`src/rtl/core/serial_line_keyword_recognizer_macros.svh`:
```
// assertion macros for the serial line keyword recogniser
// used by serial_line_keyword_recognizer.sv in rtl/core; the macros expect aclk and aresetn in scope
`ifndef SERIAL_LINE_KEYWORD_RECOGNIZER_MACROS_SVH
`define SERIAL_LINE_KEYWORD_RECOGNIZER_MACROS_SVH
`ifndef SYNTHESIS
// condition holds at every clock edge out of reset
`define SLKR_ASSERT_ALWAYS(label, expr) \
    label: assert property (@(posedge aclk) disable iff (!aresetn) (expr)) \
        else $error("slkr: invariant violated");
// consequence holds in the same cycle as the antecedent
`define SLKR_ASSERT_IMPL(label, ante, cons) \
    label: assert property (@(posedge aclk) disable iff (!aresetn) (ante) |-> (cons)) \
        else $error("slkr: same-cycle implication violated");
// consequence holds in the cycle after the antecedent
`define SLKR_ASSERT_NEXT(label, ante, cons) \
    label: assert property (@(posedge aclk) disable iff (!aresetn) (ante) |=> (cons)) \
        else $error("slkr: next-cycle implication violated");
`else
`define SLKR_ASSERT_ALWAYS(label, expr)
`define SLKR_ASSERT_IMPL(label, ante, cons)
`define SLKR_ASSERT_NEXT(label, ante, cons)
`endif
`endif

```
`src/rtl/core/slkr_pkg.sv`:
```
// package for the serial line keyword recogniser: keyword table, widths, result struct
// no dependencies
`default_nettype none

package slkr_pkg;

    localparam int unsigned TABLE_SIZE        = 8;
    localparam int unsigned KEYWORD_COUNT_DEF = 8;
    localparam int unsigned MAX_KW_LEN        = 22;
    localparam int unsigned POS_W             = 5;
    localparam int unsigned CODE_W            = 3;
    localparam int unsigned BYTE_W            = 8;
    localparam int unsigned KW_BITS           = MAX_KW_LEN * BYTE_W;

    localparam logic [BYTE_W-1:0] CH_CR   = 8'd13;
    localparam logic [BYTE_W-1:0] CH_LF   = 8'd10;
    localparam logic [POS_W-1:0]  POS_MAX = '1;

    // strings are right-justified: the first character sits highest
    localparam logic [KW_BITS-1:0] KW_TEXT [TABLE_SIZE] = '{
        {"led_all", "_on"},
        {"led_all", "_off"},
        {"shift_left", "_ledon"},
        {"shift_right", "_ledon"},
        {"shift_left_keep", "_ledon"},
        {"shift_right_keep", "_ledon"},
        "floweron",
        "floweroff"
    };

    localparam logic [POS_W-1:0] KW_LEN [TABLE_SIZE] = '{
        5'd10, 5'd11, 5'd16, 5'd17, 5'd21, 5'd22, 5'd8, 5'd9
    };

    typedef struct packed {
        logic              valid;
        logic              matched;
        logic [CODE_W-1:0] code;
    } result_t;

    // character of keyword k at line position pos, valid only for pos below its length
    function automatic logic [BYTE_W-1:0] kw_char(input logic [CODE_W-1:0] k,
                                                   input logic [POS_W-1:0] pos);
        logic [POS_W-1:0] idx;
        idx = KW_LEN[k] - pos - 1'b1;
        return KW_TEXT[k][{idx, 3'b000} +: BYTE_W];
    endfunction

endpackage

`default_nettype wire

```
`src/rtl/core/slkr_track.sv`:
```
// per-line keyword tracking: position counter, live bits, match decision at the terminator
// depends on slkr_pkg
`default_nettype none

module slkr_track #(
    parameter int unsigned KEYWORD_COUNT = slkr_pkg::KEYWORD_COUNT_DEF
) (
    input  wire logic                          aclk,
    input  wire logic                          aresetn,
    input  wire logic                          step,
    input  wire logic [slkr_pkg::BYTE_W-1:0]   rx_byte,
    output slkr_pkg::result_t                  result
);
    import slkr_pkg::*;

    localparam int unsigned ACTIVE = (KEYWORD_COUNT < TABLE_SIZE) ? KEYWORD_COUNT : TABLE_SIZE;

    logic [POS_W-1:0]      pos_reg,   pos_next;
    logic [TABLE_SIZE-1:0] alive_reg, alive_next;
    logic [TABLE_SIZE-1:0] hit;
    logic [POS_W-1:0]      pos_inc;
    logic                  is_term;
    logic                  matched;
    logic [CODE_W-1:0]     code;

    always_comb begin
        is_term    = (rx_byte == CH_CR) || (rx_byte == CH_LF);
        alive_next = alive_reg;
        hit        = '0;
        for (int k = 0; k < TABLE_SIZE; k++) begin
            if (k < ACTIVE) begin
                if ((pos_reg < KW_LEN[k]) && (kw_char(CODE_W'(k), pos_reg) != rx_byte)) begin
                    alive_next[k] = 1'b0;
                end
                hit[k] = alive_reg[k] && (pos_reg >= KW_LEN[k]);
            end
        end
        // lowest index wins
        matched = 1'b0;
        code    = '0;
        for (int k = TABLE_SIZE - 1; k >= 0; k--) begin
            if (hit[k]) begin
                matched = 1'b1;
                code    = CODE_W'(k);
            end
        end
        pos_inc = (pos_reg == POS_MAX) ? pos_reg : pos_reg + 1'b1;
        if (is_term) begin
            pos_next = '0;
        end else begin
            pos_next = pos_inc;
        end
    end

    always_ff @(posedge aclk) begin
        if (!aresetn) begin
            pos_reg   <= '0;
            alive_reg <= '1;
        end else if (step) begin
            pos_reg <= pos_next;
            if (is_term) begin
                alive_reg <= '1;
            end else begin
                alive_reg <= alive_next;
            end
        end
    end

    assign result.valid   = is_term;
    assign result.matched = matched;
    assign result.code    = code;

endmodule

`default_nettype wire

```
`src/rtl/core/slkr_result_stage.sv`:
```
// result register on the m_ side of the keyword recogniser
// depends on slkr_pkg
`default_nettype none

module slkr_result_stage (
    input  wire logic                          aclk,
    input  wire logic                          aresetn,
    input  wire logic                          load,
    input  slkr_pkg::result_t                  res_in,
    input  wire logic                          m_ready,
    output logic                               m_valid,
    output logic                               m_matched,
    output logic [slkr_pkg::CODE_W-1:0]        m_command_code
);
    import slkr_pkg::*;

    logic              valid_reg,   valid_next;
    logic              matched_reg;
    logic [CODE_W-1:0] code_reg;

    always_comb begin
        valid_next = valid_reg;
        if (load) begin
            valid_next = 1'b1;
        end else if (m_ready) begin
            valid_next = 1'b0;
        end
    end

    always_ff @(posedge aclk) begin
        if (!aresetn) begin
            valid_reg <= 1'b0;
        end else begin
            valid_reg <= valid_next;
        end
    end

    always_ff @(posedge aclk) begin
        if (load) begin
            matched_reg <= res_in.matched;
            code_reg    <= res_in.code;
        end
    end

    assign m_valid        = valid_reg;
    assign m_matched      = matched_reg;
    assign m_command_code = code_reg;

endmodule

`default_nettype wire

```
`src/rtl/core/serial_line_keyword_recognizer.sv`:
```
// serial line keyword recogniser: one byte per cycle, one result per cr or lf
// path: an accepted byte is held in the input register and evaluated by the tracker, and
// a terminator's result is then loaded into the output register, which drives m_valid
// throughput: one byte every cycle; a terminator only waits while the output register is full
// reset: synchronous active-low aresetn clears the handshake state, the position counter
// and sets every keyword live; payload registers are not reset
`default_nettype none
`include "serial_line_keyword_recognizer_macros.svh"

module serial_line_keyword_recognizer #(
    parameter int unsigned KEYWORD_COUNT = slkr_pkg::KEYWORD_COUNT_DEF
) (
    input  wire logic                          aclk,
    input  wire logic                          aresetn,
    input  wire logic                          s_valid,
    output logic                               s_ready,
    input  wire logic [slkr_pkg::BYTE_W-1:0]   s_rx_byte,
    output logic                               m_valid,
    input  wire logic                          m_ready,
    output logic                               m_matched,
    output logic [slkr_pkg::CODE_W-1:0]        m_command_code
);
    import slkr_pkg::*;

    // input register: holds one request until the tracker consumes it
    logic              in_valid_reg, in_valid_next;
    logic [BYTE_W-1:0] in_byte_reg;

    result_t res;
    logic    out_free;
    logic    advance;
    logic    s_fire;

    // the output register is free when empty or being drained this cycle
    assign out_free = !m_valid || m_ready;
    // a line character always moves on; a terminator needs room for its result
    assign advance  = in_valid_reg && (!res.valid || out_free);
    assign s_ready  = !in_valid_reg || advance;
    assign s_fire   = s_valid && s_ready;

    always_comb begin
        in_valid_next = in_valid_reg;
        if (s_fire) begin
            in_valid_next = 1'b1;
        end else if (advance) begin
            in_valid_next = 1'b0;
        end
    end

    always_ff @(posedge aclk) begin
        if (!aresetn) begin
            in_valid_reg <= 1'b0;
        end else begin
            in_valid_reg <= in_valid_next;
        end
    end

    always_ff @(posedge aclk) begin
        if (s_fire) begin
            in_byte_reg <= s_rx_byte;
        end
    end

    // keyword compares and match decision for the registered byte
    slkr_track #(
        .KEYWORD_COUNT (KEYWORD_COUNT)
    ) u_track (
        .aclk    (aclk),
        .aresetn (aresetn),
        .step    (advance),
        .rx_byte (in_byte_reg),
        .result  (res)
    );

    // result register towards the m_ side
    slkr_result_stage u_result (
        .aclk           (aclk),
        .aresetn        (aresetn),
        .load           (advance && res.valid),
        .res_in         (res),
        .m_ready        (m_ready),
        .m_valid        (m_valid),
        .m_matched      (m_matched),
        .m_command_code (m_command_code)
    );

    // an unmatched result always carries code zero
    `SLKR_ASSERT_IMPL(a_unmatched_code_zero, m_valid && !m_matched, m_command_code == '0)
    // a terminator that is consumed shows up as a pending result next cycle
    `SLKR_ASSERT_NEXT(a_term_gives_result, advance && res.valid, m_valid)
    // the input side only stalls behind a terminator blocked by a full output
    `SLKR_ASSERT_IMPL(a_stall_reason, in_valid_reg && !s_ready,
                      res.valid && m_valid && !m_ready)

endmodule

`default_nettype wire
```
`config.mk`:
```
export PLATFORM = sky130hd
export DESIGN_NAME = serial_line_keyword_recognizer
export DESIGN_NICKNAME = d
export VERILOG_FILES = /design/src/rtl/core/slkr_pkg.sv /design/src/rtl/core/slkr_track.sv /design/src/rtl/core/slkr_result_stage.sv /design/src/rtl/core/serial_line_keyword_recognizer.sv
export VERILOG_INCLUDE_DIRS = /design/src /design/src/rtl/core
export SDC_FILE = /design/constraint.sdc
export NUM_CORES = 1
export LEC_CHECK = 0
export BUFFER_PORTS_ARGS = -buffer_cell sky130_fd_sc_hd__buf_4
export CAP_MARGIN = 20
export CORE_UTILIZATION = 40
export DETAILED_ROUTE_END_ITERATION = 7
export SYNTH_ARGS = -nofsm -noshare
export SYNTH_HDL_FRONTEND = slang
export SYNTH_SLANG_ARGS = --single-unit
```
`constraint.sdc`:
```
create_clock -name aclk -period 4.4 [get_ports aclk]
set_input_delay 0.88 -clock aclk [delete_from_list [all_inputs] [get_ports aclk]]
set_output_delay 0.88 -clock aclk [all_outputs]
set_load 0.01 [all_outputs]
```
==> results.yml <==
synth:
  synth-adder-area-share: 0.0757
  yosys.cell_types.count: 78
  synth_xor_area_frac: 0.110
  synth-seq-cells: 27
  yosys_warnings: 0
  synthCells: 560
  synth-simple-area-share: 0.245
  synth_top_family_by_area: "compound AO/OA/AOI/OAI gates"
  ys.flop_type: "dfxtp_1"
  synthMuxAreaShare: 0.0708
  async_reset_ff_frac: 0
  syn_area_mm2: 0.00412
  synth_area_per_cell_um2: 7.35
  seq_area_frac_synth: 0.160
  synth-edff-count: 12
  syn_nets: 596
  synth_compound_area_frac: 0.266
power_and_ir_drop:
  p_int_mw: 0.473
  p_seq_frac: 0.381
  peakVddDrop_mv: 0.151
  fin_total_pwr_mw: 0.796
  p_leak_nw: 1.68
  p_per_area_mw_per_mm2: 182
  p_sw_mw: 0.322
  p_comb_frac: 0.404
  p_clk_frac: 0.215
  switching_share: 0.405
clock_tree:
  cts-hold-fix-buffers: 0
  numCtsBuffers: 3
  clockBufferDepth: 2
  cts.repair.resized: 0
  post_cts_buffers: 0
  htree_num_levels: 1
  cts-root-buf: "clkbuf_8"
  path_clk_slew_ns: 0.13
  cts_sinks: 27
  clk_latency_ns: 0.30
  cts_tree: "yes"
critical_path:
  endpoint: "u_track.alive_reg[3]$_SDFFE_PN1P_"
  cp.arrival_ns: 3.48
  ff2ff_path_depth: 10
  crit_start: "u_track.pos_reg[1]$_SDFFE_PN0P_"
  critPathLaunchType: "flip-flop"
  worstReg2RegEnd: "u_track.alive_reg[3]$_SDFFE_PN1P_"
  r2r-start: "u_track.pos_reg[1]$_SDFFE_PN0P_"
  crit_fanout: 22
  rrSetupSlack_ns: 1.15
  worstSetupPathType: "flip-flop to flip-flop"
  end_kind: "flip-flop"
  cp.required_ns: 4.63
route:
  wl_mm: 14.0
  met2WireLength_mm: 5.98
  wl_met3_mm: 1.19
  drtIter0Drc: 482
  dr.pass1.iters: 5
  viasPerCell: 6.33
  antenna_left: 0
  dr_total_vias: 4356
  drcViolationCount: 0
  routed.top_layer: "met4"
  wl_met1_mm: 6.10
  post_drt_wl_per_cell_um: 20.3
final_layout:
  multi_input_area_mm2: 0.00316
  finish.net_count: 592
  seq_area_um2: 661
  syn2layout_area_growth_pct: 5.96
  layout_commonest_cell: "nand2_1"
  drive_above_1_share: 0.106
  fillers: 985
  finish.utilization: 0.442
  final_cell_mix: "57 x nand2_1, 46 x xnor2_1, 41 x a21oi_1"
  n_antenna_cell: 0
flow_run:
  drv_cap: 0
grt:
  grt_usage: 0.276
  antenna_found_initial: 0
  grt_pass1_wl_mm: 22.1
  grt_overflow: 0
  grt_pass1_vias: 3959
  grt_start_max_net_pins: 31
placed_design:
  numPortBuffers: 17
  gp_congestion: 0.931
  place_hpwl_mm: 9.82
floorplanning:
  die-width_um: 103
  start_util: 0.417
  ioPinCount: 18
  fp.dieH_um: 103
  core_area_mm2: 0.00986
  dieArea_mm2: 0.0107
  row_count: 36
timing:
  max_freq_mhz: 308
  hold_violations: 0
  whs_ns: 0.476
  report.final.setup_viol: 0
  max_slew_margin: 0.284
  worst_pin_slew_ns: 1.07
  fin_skew_ns: 0.0194
  fin_crit_sh: 0.738
  finalCriticalPeriod_ns: 3.25
  finalSetupTns_ns: 0
  drv_slew: 0
  rsz0062_at_grt: "no"
worst_hold_path:
  hp-class: "flip-flop to flip-flop"
  min_path_cells: 1
  min_from: "u_track.alive_reg[2]$_SDFFE_PN1P_"
outcome:
  outcome: "completed"
[synth_stat cells, types with 5 or more instances]
master	count	area, um2
o211ai_1	6	45.0
a31oi_1	17	106
edfxtp_1	12	360
inv_1	20	75.1
nand3_1	21	105
o31ai_1	8	60.1
o21ai_0	30	150
nand2b_1	17	106
nor2b_1	15	93.8
nor4_1	6	37.5
o22ai_1	5	31.3
a21oi_1	41	205
nor2_1	34	128
nand4_1	5	31.3
clkbuf_1	18	67.6
a21boi_0	5	37.5
nand2_1	57	214
buf_2	11	55.1
dfxtp_1	15	300
or2_2	6	37.5
nor3_1	13	65.1
a211oi_1	5	37.5
a22oi_1	5	37.5
ha_1	24	300
mux2i_1	22	220
xnor2_1	46	403
[how the worst min path moves through the flow]
stage                     slack [ns]                           endpoint
final                           0.48  u_track.alive_reg[2]$_SDFFE_PN1P_
after global routing            0.50  u_track.alive_reg[2]$_SDFFE_PN1P_
after CTS                       0.48  u_track.alive_reg[2]$_SDFFE_PN1P_
after detailed placement        0.44  u_track.alive_reg[2]$_SDFFE_PN1P_
after global placement          0.44  u_track.alive_reg[2]$_SDFFE_PN1P_
after floorplan                 0.43  u_track.alive_reg[2]$_SDFFE_PN1P_
[final cells by class]
class / instances / share of cell area
sequential: 27 / 0.151
timing repair buffer: 30 / 0.0516
clock buffer: 3 / 0.00947
inverter: 27 / 0.0232
tap: 133 / 0.0382
clock inverter: 1 / 0.00201
multi-input combinational: 467 / 0.724
[logic make-up after synthesis]
kind of cell	Yosys count
DFF	27
and+or+nand+nor	198
AOI/OAI and AO/OA	166
buffers and inverters	66
adders and majority gates	25
xor gates and xnor gates	51
muxes	27
[metrics by stage]
stage	setup WS [ns]	std cells	cell area, um2
final	1.15	688	4360
after global routing	0.831	688	4360
after CTS	1.22	688	4360
after detailed placement	1.25	684	4310
after global placement	1.26	684	4310
after floorplan	1.22	560	4120
[power groups by stage]
| stage | Clock (mW) | Sequential (mW) | Combinational, mW |
|---|---|---|---|
| after floorplan | 0 | 0.287 | 0.249 |
| after global routing | 0.186 | 0.304 | 0.350 |
| after detailed placement | 0 | 0.307 | 0.313 |
| after global placement | 0 | 0.307 | 0.313 |
| final | 0.171 | 0.303 | 0.321 |
| after CTS | 0.177 | 0.302 | 0.315 |
[critical path, stage by stage (launching register included)]
cell and delay [ns]:
dfxtp_1 0.32, buf_4 0.26, inv_1 0.22, ha_1 0.40, nor2b_4 0.21, xnor2_1 0.68
mux2_2 0.41, o2111ai_1 0.25, a21oi_1 0.10, a2bb2oi_1 0.16, o31ai_1 0.18
[per-layer routing]
| metal | up-vias | track usage |
|---|---|---|
| met5 | - | 0 |
| met2 | 243 | 0.420 |
| li1 | 2024 | - |
| met4 | 0 | 0.128 |
| met1 | 2036 | 0.390 |
| met3 | 53 | 0.0316 |
(Power assumes the default switching activity.)
